## src/hdl/sgr_pkg.sv

```systemverilog
// Shared types and constants for the stream group reverser.
// Used by the front, queue, back and top modules; depends on nothing.
`default_nettype none

package sgr_pkg;

	// Buffer geometry
	localparam int MAX_GROUP   = 16;
	localparam int DATA_WIDTH  = 32;
	localparam int IDX_W       = (MAX_GROUP > 1) ? $clog2(MAX_GROUP) : 1;
	localparam int SIZE_W      = $clog2(MAX_GROUP + 1);
	localparam int NUM_BANKS   = 2;
	localparam int BANK_W      = 1;
	localparam int ADDR_W      = BANK_W + IDX_W;
	localparam int MEM_DEPTH   = NUM_BANKS * MAX_GROUP;

	// Group size register
	localparam int CFG_W       = 5;
	localparam int CMP_W       = (CFG_W > SIZE_W) ? CFG_W : SIZE_W;
	localparam logic [CFG_W-1:0] CFG_RESET = CFG_W'(2);

	// Descriptor queue between front and back
	localparam int QUEUE_DEPTH = NUM_BANKS;
	localparam int QPTR_W      = (QUEUE_DEPTH > 1) ? $clog2(QUEUE_DEPTH) : 1;
	localparam int QCNT_W      = $clog2(QUEUE_DEPTH + 1);

	// Input transfer payload
	typedef struct packed {
		logic signed [31:0] value;
		logic               list_end;
	} in_item_t;

	// Output transfer payload
	typedef struct packed {
		logic signed [31:0] out_value;
		logic               burst_last;
		logic               list_done;
	} out_item_t;

	// One closed group waiting to be drained
	typedef struct packed {
		logic [BANK_W-1:0] bank;
		logic [IDX_W-1:0]  last_idx;
		logic              reverse;
		logic              list_end;
	} desc_t;

	// Buffer write from the front
	typedef struct packed {
		logic                  en;
		logic [ADDR_W-1:0]     addr;
		logic [DATA_WIDTH-1:0] data;
	} buf_wr_t;

	// Bank hand-back from the back
	typedef struct packed {
		logic              valid;
		logic [BANK_W-1:0] bank;
	} bank_rel_t;

endpackage

`default_nettype wire

```

## src/hdl/sgr_front.sv

```systemverilog
// Front end: accepts input transfers, fills the ping-pong banks and closes groups.
// Depends on sgr_pkg; feeds sgr_queue and the buffer write port in sgr_back.
`default_nettype none

module sgr_front (
	input  wire logic               clk,
	input  wire logic               arst_n,
	input  wire logic               cfg_we,
	input  wire logic [4:0]         cfg_wdata,
	input  wire logic               in_valid,
	output logic                    in_ready,
	input  wire sgr_pkg::in_item_t  in_data,
	output sgr_pkg::buf_wr_t        buf_wr,
	output logic                    q_push,
	output sgr_pkg::desc_t          q_desc,
	input  wire logic               q_ready,
	input  wire sgr_pkg::bank_rel_t bank_rel
);
	import sgr_pkg::*;

	logic [CFG_W-1:0]     group_size_q;
	logic [IDX_W-1:0]     fill_q;
	logic [BANK_W-1:0]    wbank_q;
	logic [NUM_BANKS-1:0] busy_q;
	logic [NUM_BANKS-1:0] busy_next;
	logic [CMP_W-1:0]     size_cmp;
	logic [SIZE_W-1:0]    size_eff;
	logic [SIZE_W-1:0]    total;
	logic                 accept;
	logic                 full_group;
	logic                 close;

	// Clamp the group size to 1..MAX_GROUP
	assign size_cmp = CMP_W'(group_size_q);
	always_comb begin
		if (size_cmp == '0) begin
			size_eff = SIZE_W'(1);
		end else if (size_cmp > CMP_W'(MAX_GROUP)) begin
			size_eff = SIZE_W'(MAX_GROUP);
		end else begin
			size_eff = SIZE_W'(size_cmp);
		end
	end

	// Classify the incoming element
	assign total      = SIZE_W'(fill_q) + SIZE_W'(1);
	assign full_group = (total >= size_eff);
	assign close      = full_group || in_data.list_end;
	assign in_ready   = !busy_q[wbank_q] && q_ready;
	assign accept     = in_valid && in_ready;

	// Buffer write and group descriptor
	assign buf_wr.en        = accept;
	assign buf_wr.addr      = {wbank_q, fill_q};
	assign buf_wr.data      = DATA_WIDTH'(in_data.value);
	assign q_push           = accept && close;
	assign q_desc.bank      = wbank_q;
	assign q_desc.last_idx  = fill_q;
	assign q_desc.reverse   = full_group;
	assign q_desc.list_end  = in_data.list_end;

	// Bank ownership: set on close, cleared when the back has read the bank out
	always_comb begin
		busy_next = busy_q;
		if (bank_rel.valid) begin
			busy_next[bank_rel.bank] = 1'b0;
		end
		if (q_push) begin
			busy_next[wbank_q] = 1'b1;
		end
	end

	// Control registers
	always_ff @(posedge clk or negedge arst_n) begin
		if (!arst_n) begin
			group_size_q <= CFG_RESET;
			fill_q       <= '0;
			wbank_q      <= '0;
			busy_q       <= '0;
		end else begin
			if (cfg_we) begin
				group_size_q <= cfg_wdata;
			end
			busy_q <= busy_next;
			if (accept) begin
				if (close) begin
					fill_q  <= '0;
					wbank_q <= wbank_q + BANK_W'(1);
				end else begin
					fill_q <= fill_q + IDX_W'(1);
				end
			end
		end
	end

endmodule

`default_nettype wire

```

## src/hdl/sgr_queue.sv

```systemverilog
// Short descriptor FIFO between the front and the back.
// Depends on sgr_pkg.
`default_nettype none

module sgr_queue (
	input  wire logic           clk,
	input  wire logic           arst_n,
	input  wire logic           push,
	input  wire sgr_pkg::desc_t push_desc,
	output logic                ready,
	output logic                head_valid,
	output sgr_pkg::desc_t      head_desc,
	input  wire logic           pop
);
	import sgr_pkg::*;

	desc_t             slot_q [QUEUE_DEPTH];
	logic [QPTR_W-1:0] wr_ptr_q;
	logic [QPTR_W-1:0] rd_ptr_q;
	logic [QCNT_W-1:0] count_q;

	assign ready      = (count_q != QCNT_W'(QUEUE_DEPTH));
	assign head_valid = (count_q != '0);
	assign head_desc  = slot_q[rd_ptr_q];

	// Entry storage
	always_ff @(posedge clk) begin
		if (push) begin
			slot_q[wr_ptr_q] <= push_desc;
		end
	end

	// Pointers and occupancy
	always_ff @(posedge clk or negedge arst_n) begin
		if (!arst_n) begin
			wr_ptr_q <= '0;
			rd_ptr_q <= '0;
			count_q  <= '0;
		end else begin
			if (push) begin
				wr_ptr_q <= (wr_ptr_q == QPTR_W'(QUEUE_DEPTH - 1)) ? '0 : wr_ptr_q + QPTR_W'(1);
			end
			if (pop) begin
				rd_ptr_q <= (rd_ptr_q == QPTR_W'(QUEUE_DEPTH - 1)) ? '0 : rd_ptr_q + QPTR_W'(1);
			end
			case ({push, pop})
				2'b10:   count_q <= count_q + QCNT_W'(1);
				2'b01:   count_q <= count_q - QCNT_W'(1);
				default: count_q <= count_q;
			endcase
		end
	end

endmodule

`default_nettype wire

```

## src/hdl/sgr_back.sv

```systemverilog
// Back end: holds the two-bank group buffer and drains closed groups in order.
// Depends on sgr_pkg; takes descriptors from sgr_queue, writes from sgr_front.
`default_nettype none

module sgr_back (
	input  wire logic             clk,
	input  wire logic             arst_n,
	input  wire sgr_pkg::buf_wr_t buf_wr,
	input  wire logic             q_valid,
	input  wire sgr_pkg::desc_t   q_desc,
	output logic                  q_pop,
	output sgr_pkg::bank_rel_t    bank_rel,
	output logic                  out_valid,
	input  wire logic             out_ready,
	output sgr_pkg::out_item_t    out_data
);
	import sgr_pkg::*;

	logic [DATA_WIDTH-1:0] mem_q [MEM_DEPTH];
	logic [IDX_W-1:0]      pos_q;
	logic [IDX_W-1:0]      offset;
	logic [ADDR_W-1:0]     rd_addr;
	logic                  last;
	logic                  issue;
	logic [DATA_WIDTH-1:0] rdata_s1;
	logic                  burst_last_s1;
	logic                  list_done_s1;
	logic                  valid_s1;

	// Read sequencing over the head group
	assign offset  = q_desc.reverse ? (q_desc.last_idx - pos_q) : pos_q;
	assign rd_addr = {q_desc.bank, offset};
	assign last    = (pos_q == q_desc.last_idx);
	assign issue   = q_valid && (!valid_s1 || out_ready);
	assign q_pop   = issue && last;

	// Bank goes back to the front once its last entry is read
	assign bank_rel.valid = q_pop;
	assign bank_rel.bank  = q_desc.bank;

	// Buffer memory with registered read, the read register is the output stage
	always_ff @(posedge clk) begin
		if (buf_wr.en) begin
			mem_q[buf_wr.addr] <= buf_wr.data;
		end
		if (issue) begin
			rdata_s1      <= mem_q[rd_addr];
			burst_last_s1 <= last;
			list_done_s1  <= last && q_desc.list_end;
		end
	end

	// Position counter and output valid
	always_ff @(posedge clk or negedge arst_n) begin
		if (!arst_n) begin
			pos_q    <= '0;
			valid_s1 <= 1'b0;
		end else begin
			if (issue) begin
				pos_q <= last ? '0 : pos_q + IDX_W'(1);
			end
			if (issue) begin
				valid_s1 <= 1'b1;
			end else if (out_ready) begin
				valid_s1 <= 1'b0;
			end
		end
	end

	assign out_valid            = valid_s1;
	assign out_data.out_value   = 32'(rdata_s1);
	assign out_data.burst_last  = burst_last_s1;
	assign out_data.list_done   = list_done_s1;

endmodule

`default_nettype wire

```

## src/hdl/stream_group_reverser_top.sv

```systemverilog
// Stream group reverser: takes a list one element per transfer and returns it
// reversed in groups of group_size (1..16; 0 acts as 1, larger values as 16).
// A group that is cut short by list_end comes out in arrival order, and a group
// size of one passes elements straight through. Every result burst flags its
// last result with burst_last, and the last result of the list has list_done.
// With full groups of one size the rate is one element in and one result out
// per cycle: the front fills one of two 16-entry banks while the back drains
// the other through a single read port. The input stalls while both banks hold
// closed groups. That happens when the output side stalls, and also when a
// short group (list end or a lowered size) closes while a longer one is still
// draining; the input then waits until that drain finishes. The first result of
// a group passes through the descriptor queue and then the read register in sgr_back.
// Depends on sgr_pkg, sgr_front, sgr_queue and sgr_back.
`default_nettype none

module stream_group_reverser_top (
	input  wire logic               clk,
	input  wire logic               arst_n,
	input  wire logic               cfg_we,
	input  wire logic [4:0]         cfg_wdata,
	input  wire logic               in_valid,
	output logic                    in_ready,
	input  wire sgr_pkg::in_item_t  in_data,
	output logic                    out_valid,
	input  wire logic               out_ready,
	output sgr_pkg::out_item_t      out_data
);
	import sgr_pkg::*;

	buf_wr_t   buf_wr;
	bank_rel_t bank_rel;
	desc_t     push_desc;
	desc_t     head_desc;
	logic      q_push;
	logic      q_ready;
	logic      q_valid;
	logic      q_pop;

	// Accept and classify
	sgr_front u_front (
		.clk      (clk),
		.arst_n   (arst_n),
		.cfg_we   (cfg_we),
		.cfg_wdata(cfg_wdata),
		.in_valid (in_valid),
		.in_ready (in_ready),
		.in_data  (in_data),
		.buf_wr   (buf_wr),
		.q_push   (q_push),
		.q_desc   (push_desc),
		.q_ready  (q_ready),
		.bank_rel (bank_rel)
	);

	// Closed groups in order
	sgr_queue u_queue (
		.clk       (clk),
		.arst_n    (arst_n),
		.push      (q_push),
		.push_desc (push_desc),
		.ready     (q_ready),
		.head_valid(q_valid),
		.head_desc (head_desc),
		.pop       (q_pop)
	);

	// Drain groups to the output
	sgr_back u_back (
		.clk      (clk),
		.arst_n   (arst_n),
		.buf_wr   (buf_wr),
		.q_valid  (q_valid),
		.q_desc   (head_desc),
		.q_pop    (q_pop),
		.bank_rel (bank_rel),
		.out_valid(out_valid),
		.out_ready(out_ready),
		.out_data (out_data)
	);

`ifndef SYNTHESIS
	// Front never writes the bank the back is handing back
	a_no_write_released_bank: assert property (@(posedge clk) disable iff (!arst_n)
		(buf_wr.en && bank_rel.valid) |-> (buf_wr.addr[ADDR_W-1 -: BANK_W] != bank_rel.bank))
		else $error("buffer write into a bank still being drained");

	// Queue never overflows
	a_queue_no_overflow: assert property (@(posedge clk) disable iff (!arst_n)
		q_push |-> q_ready)
		else $error("descriptor pushed into a full queue");

	// A bank is released only while a group is at the queue head
	a_release_has_group: assert property (@(posedge clk) disable iff (!arst_n)
		bank_rel.valid |-> q_valid)
		else $error("bank released with no group pending");

	// End of list always closes a burst
	a_done_is_last: assert property (@(posedge clk) disable iff (!arst_n)
		(out_valid && out_data.list_done) |-> out_data.burst_last)
		else $error("list_done without burst_last");
`endif

endmodule

`default_nettype wire

```

## config.mk

```make
export PLATFORM = sky130hd
export DESIGN_NAME = stream_group_reverser_top
export DESIGN_NICKNAME = d
export VERILOG_FILES = /design/src/hdl/sgr_pkg.sv /design/src/hdl/sgr_front.sv /design/src/hdl/sgr_queue.sv /design/src/hdl/sgr_back.sv /design/src/hdl/stream_group_reverser_top.sv
export SDC_FILE = /design/constraint.sdc
export NUM_CORES = 1
export LEC_CHECK = 0
export BUFFER_PORTS_ARGS = -buffer_cell sky130_fd_sc_hd__buf_2
export CAP_MARGIN = 40
export CORE_MARGIN = 1.5
export CORE_UTILIZATION = 45
export CTS_CLUSTER_DIAMETER = 30
export CTS_CLUSTER_SIZE = 16
export DETAILED_ROUTE_END_ITERATION = 8
export PLACE_DENSITY = 0.6
export SETUP_SLACK_MARGIN = 0.15
export SKIP_CTS_REPAIR_TIMING = 1
export SYNTH_ARGS = -nofsm -noshare
export SYNTH_HDL_FRONTEND = slang
export SYNTH_SLANG_ARGS = --single-unit
```

## constraint.sdc

```tcl
create_clock -name clk -period 4.8 [get_ports clk]
set_clock_uncertainty 0.2 [all_clocks]
set_input_delay 0.72 -clock clk [delete_from_list [all_inputs] [get_ports clk]]
set_output_delay 0.72 -clock clk [all_outputs]
set_load 0.005 [all_outputs]
```

; ---- Yosys cells after proc, flatten, opt, wreduce, memory -nomap -nowiden
; Memory sizes are Yosys's and may differ from the RTL's. A register that Yosys moved wholly into a read port is not among the register bits.
; Index checks and enable logic that the tools add are counted.
[op_classes]
addsub = 9
order_cmp = 6
n_eq_ne = 4
mux = 22
bitwise = 3
reduce_logical = 17
[op_table]
columns = cell, n
row1 = 2-to-1 mux 1 bit, 12
row2 = 2-to-1 mux 4 bit, 3
row3 = 2-to-1 mux 5 bit, 2
row4 = "adder 4 x 1 -> 4 bit, second input constant", 2
row5 = logical AND 1 bit, 8
row6 = nonzero test 2 bit, 3
row7 = "adder 4 x 1 -> 5 bit, second input constant", 1
row8 = >= comparator 5 bit, 1
row9 = "greater-than comparator 5 bit, second input constant", 1
row10 = logical NOT 5 bit, 1
row11 = == test 4 bit, 1
row12 = "< comparator 1 x 2 -> 1 bit, second input constant", 2
row13 = 2-to-1 mux 2 bit, 2
row14 = case mux 2 bit (2 select lines), 1
row15 = subtractor 4 bit, 1
row16 = "adder 1 bit, second input constant", 3
row17 = "adder 2 x 1 -> 2 bit, second input constant", 1
row18 = AND 2 bit, 1
row19 = demux 1 bit (select 1 bit), 2
row20 = "== test 2 x 1 -> 1 bit, second input constant", 1
row21 = "== test 2 bit, second input constant", 1
row22 = ">= comparator 1 bit, second input constant", 2
row23 = logical NOT 1 bit, 2
row24 = logical OR 1 bit, 2
row25 = 5 further kinds, 5
[word_totals]
regBits = 23
mem_bits_rw = 1038
input_bits = 43
output_inout_bits = 36
wordCells = 74
mem_count = 2
[mem_list]
columns = name, words, word_bits, rd, rd_ports_with_merged_regs, wr, line
row1 = u_back.mem_q, 32, 32, 1, 1, 1, sgr_back.sv:19  ; logic [DATA_WIDTH-1:0] mem_q [MEM_DEPTH];
row2 = u_queue.slot_q, 2, 7, 1, 0, 1, sgr_queue.sv:17  ; desc_t slot_q [QUEUE_DEPTH];

; ---- Longest topological paths before layout
; An unclocked memory read counts as a cell.
[logic_depth]
ltp_word = 10
ltp_mapped = 14
depth_no_buf = 14

; ---- Modules after synthesis
; Synthesis repeated with hierarchy kept, for this count alone.
[unflattened]
hier_cells = 3241
hier_area_um2 = 42961.2
[modules_own_cells]
columns = mod, instances, cells_per_inst, area_each_um2
row1 = sgr_back, 1, 3088, 41197.0
row2 = sgr_front, 1, 115, 1073.5
row3 = sgr_queue, 1, 38, 690.7

; ---- Least setup slack after synthesis
; OpenSTA, ideal clock, no wires.
[synth_path]
kind = flip-flop to flip-flop
from = register u_front.wbank_q
to = memory u_back.mem_q[31][0], enable pin
arrival_time_ns = 3.153
required_ns = 4.179
path_slack_ns = 1.026
path_stages_with_launch = 8
path_buffers = 2
path_cell_list = dfrtp_1 clkbuf_1 inv_1 a221oi_1 and2_1 clkbuf_1 nand2_1 nor2_1
[synth_via]
elab_chain_len = 7
[synth_rtl]
columns = item, line
row1 = from (decl), sgr_front.sv:23  ; logic [BANK_W-1:0] wbank_q;
row2 = from (signal assigned), sgr_front.sv:88  ; wbank_q <= wbank_q + BANK_W'(1);
row3 = 2-to-1 mux 1 bit (not written as such) (2 in series), sgr_front.sv:49  ; assign in_ready = !busy_q[wbank_q] && q_ready;
row4 = logical NOT 1 bit, sgr_front.sv:49
row5 = logical AND 1 bit, sgr_front.sv:49
row6 = net in_ready, stream_group_reverser_top.sv:22  ; output logic in_ready,
row7 = logical AND 1 bit, sgr_front.sv:50  ; assign accept = in_valid && in_ready;
row8 = 2-to-1 mux 1 bit, sgr_back.sv:43  ; if (buf_wr.en) begin
row9 = 2-to-1 mux 1 bit (not written as such), sgr_back.sv:44  ; mem_q[buf_wr.addr] <= buf_wr.data;
row10 = to (decl), sgr_back.sv:19
; The timed path passes the listed nets, and every way through them passes these cells. The select of a mux whose other input is x is not followed.

; ---- Worst setup path after layout
[layout_path]
from = register u_queue.rd_ptr_q
to = register u_back.rdata_s1[2], read port of u_back.mem_q (data pin)
[layout_via]
elab_chain_len = 3
[layout_rtl]
columns = item, line
row1 = from (decl), sgr_queue.sv:19  ; logic [QPTR_W-1:0] rd_ptr_q;
row2 = from (signal assigned), sgr_queue.sv:44  ; rd_ptr_q <= (rd_ptr_q == QPTR_W'(QUEUE_DEPTH - 1)) ? '0 : rd_ptr_q + QPTR_W'(1);
row3 = memory (2 x 7 bit) (*), n/a
row4 = subtractor 4 bit, sgr_back.sv:31  ; assign offset = q_desc.reverse ? (q_desc.last_idx - pos_q) : pos_q;
row5 = 2-to-1 mux 4 bit, sgr_back.sv:31
row6 = to (decl), sgr_back.sv:25  ; logic [DATA_WIDTH-1:0] rdata_s1;
; Every way passes the cells marked *; elsewhere a longest branch is shown, timed or not.
; A chain may end at the register's enable or synchronous reset.

==> run summary <==
Run status
• run status: completed

Logic synthesis
• Synth Instances: 2724
• count of flip-flops with a built-in enable after synthesis: 1072
• count of cell types in the netlist: 54
• netlist area before placement: 0.04711 mm²
• proportion of synthesized flip-flops having asynchronous set or reset: 1.921%
• synthesis-stage register bit count: 1093
• cell taking the most area after synthesis: edfxtp_1
• main flop type after synthesis: edfxtp_1
• top post-synthesis cells by area: edfxtp_1 68%, mux4_2 12%, mux2i_1 4.3%
• post-synthesis net count: 2782
• sequential element share of the synthesized area: 69.44%
• area share of the leading cell type in the synthesized netlist: 68.33%
• mean post-synth cell area: 17.30 µm²
• YS warnings: 0

Global routing
• overall track demand over capacity in global routing: 25.53%
• largest net degree at the start of global routing: 106
• first-pass GRT wire length: 195700 µm
• global route overflow: 0
• initial antenna violation count: 8
• vias in the first global route: 28710

Pwr
• VDD IR max: 0.7928 mV
• PwrDens: 758.3 mW/mm²
• internal power: 28.18 mW
• power share of the sequential group: 26.4%
• proportion of power drawn by the clock network: 34.1%
• leakage power: 19.52 nW
• switching power: 15.48 mW
• switching part of the total: 35.46%
• Comb pwr share: 39.5%
• Final Total Pwr: 43.66 mW

Critical path
• critical path start-end classification: reg -> reg
• data arrival time of the worst path: 4770 ps
• cell chain of the critical path: buf_4 > mux2_2 > ha_1 > o21a_1 > or4_4 > and3_4 > nor3_2 > buf_4 > nor4b_1 > nor4_1
• required time of the worst setup path: 5080 ps
• nature of the critical path endpoint: flop
• largest driver fanout on the critical path: 9
• CP startpoint kind: flop
• longest individual stage delay on the worst path: 820 ps
• crit path max-delay cell type: nor4b_1
• CP bufs+invs: 2
• category of cells accounting for the largest share of critical-path delay: simple AND/OR/NAND/NOR gates
• Crit path top cell by count: buf_4

Clock tree
• Clock Latency Late Sink: 780 ps
• TritonCTS clock tree: yes
• clock-pin slew on the worst setup and hold paths: 50 ps
• number of buffers created by CTS: 212
• number of clock sinks: 1093
• deepest clock path buffer count: 3
• htree depth: 4
• CTS root buf: clkbuf_16

Timing
• RSZ-0062 raised after global routing: no
• max-slew violation total from the final report: 0
• crit path time final: 4483 ps
• Setup Total Neg Slack: 0 ps
• Final Hold Violating Endpoints: 0
• hold slack final: 16.61 ps
• Slew @ Worst Pin: 995.8 ps
• final setup violation count: 0
• Tcrit/Tclk final: 93.39%
• maximum clock frequency: 223.1 MHz
• worst rel slew slack: 32.68%

Detailed routing
• number of routed nets with antenna violations: 0
• number of DRC violations after detailed routing: 0
• detailed router's first-iteration violation count: 3037
• total iterations of the first detailed-routing run: 5
• overall routed net length: 135900 µm
• routed wirelength normalized by instance count: 29.95 µm
• via count normalized by instance count: 6.146
• count of vias placed by the detailed router: 27900

Floorplan
• number of I/O pins: 79
• die span in x: 326.6 µm
• DIE AREA: 0.1066 mm²
• initial standard-cell utilization of the core: 45.46%
• num rows: 118
• core area: 0.1036 mm²
• Die Ht: 326.6 µm

Placed design
• final RePlAce weighted congestion: 0.8444
• # port buffers: 78
• dpl hpwl: 79110 µm

Final layout
• final net count: 3034
• multi-input combinational cell area: 0.01393 mm²
• growth of design area from synthesis to finish: 22.21%
• Filler cells: 8021
• register area: 0.03273 mm²
• share of post-route cells with drive strength above 1: 30.12%

Min path
• class of the most critical hold timing path: in -> reg

Run
• reported max-cap violation count: 0

flip-flops by register name, summed over array words and instances, names as in the netlist:
signal / count
u_back.burst_last_s1: 1
u_front.busy_q: 2
u_back.mem_q: 1024
u_queue.wr_ptr_q: 1
u_queue.rd_ptr_q: 1
u_back.out_valid: 1
u_front.wbank_q: 1
u_front.fill_q: 4
u_back.rdata_s1: 32
u_front.group_size_q: 5
u_back.pos_q: 4
u_queue.count_q: 2
u_queue.slot_q: 14
u_back.list_done_s1: 1
logic make-up after synthesis:
kind of cell    Yosys count  share of synthesized area (%)
flops                  1093                          69.44
simple gates            555                          5.667
mux                     497                          17.32
compound gates          358                          4.993
buf+inv                 195                          1.963
fa+ha+maj                15                         0.4143
xor+xnor                 11                         0.2045
layout by cell type (no fill, tap or decap), drive strengths merged, types with 7 or more instances in the layout:
cell            n
clkinv         78
mux2           45
a21oi          98
clkinvlp       32
nor4           64
nor4b          31
dfrtp          20
xnor2           7
clkbuf        241
nand3          11
a22oi         126
buf           213
dlygate4sd3     7
inv            25
nor2          119
o22ai          65
nand2         306
mux4          249
o21ai          20
bufinv         32
mux2i         203
edfxtp       1072
ha             14
o221ai         32
metrics by stage:
step | std cells | cell area (µm²) | utilization [%] | setup slack (ps)
6_report | 4539 | 57580 | 55.55 | 317.1
5_1_grt | 4537 | 57570 | 55.55 | 336.0
4_1_cts | 4530 | 57500 | 55.48 | 461.2
3_5_place_dp | 4135 | 50120 | 48.36 | 456.6
3_3_place_gp | 4133 | 50070 | 48.31 | 480.5
2_1_floorplan | 2724 | 47110 | - | 1026
worst min-delay path, cell delays in order:
cell and delay [ps]:
buf_2 70, nand2b_1 110, nand2_1 50
power by group through the flow:
stage	Combinational (mW)	Clock, mW	Sequential (mW)
2_1_floorplan	11.4	0	11.5
3_3_place_gp	16.9	0	11.7
3_5_place_dp	17.2	0	11.7
4_1_cts	17.3	15.1	11.5
5_1_grt	18.2	15.5	11.5
6_report	17.2	14.9	11.5
synth_stat cells (6+ instances only):
master and instances:
inv_1 12, o21ai_1 6, mux4_2 249, buf_6 12, mux2_2 43, ha_1 14
clkbuf_1 111, a22oi_1 126, nand3_1 11, a21oi_1 98, buf_4 15, o21ai_0 14
nand2_1 306, nor2_1 119, dfrtp_1 20, mux2i_1 201, o221ai_1 32, buf_1 7
nor4_2 30, buf_2 37, xnor2_1 7, nor4b_1 31, o22ai_1 65, edfxtp_1 1072
nor4_1 34
routing by layer:
metal | track usage [%] | wire [µm]
met3 | 6.267 | 12220
met5 | 0 | 27
met1 | 34.49 | 54650
met2 | 40.54 | 65180
met4 | 8.947 | 3875
worst paths after layout:
path	start	to	slack [ps]	cells after the start
min in group asynchronous	arst_n	u_front.group_size_q[0]	280	2
hold reg to reg	u_queue.wr_ptr_q	u_queue.wr_ptr_q	300	1
max in group asynchronous	arst_n	u_back.pos_q[0]	3690	2
hold / removal	out_ready	u_back.out_valid	20	3
setup / recovery	u_queue.rd_ptr_q	u_back.rdata_s1[2]	320	10
setup reg to reg	u_queue.rd_ptr_q	u_back.rdata_s1[2]	320	10
final cells by class:
class	count	area share, %
antenna	2	0.008692
clock buffer	241	9.529
clock inverter	154	3.290
inverter	13	0.08475
multi-input combinational	1436	24.19
sequential	1093	56.84
tap	1380	2.999
timing repair buffer	220	3.064
No activity file was read; power rests on OpenSTA's default activity.
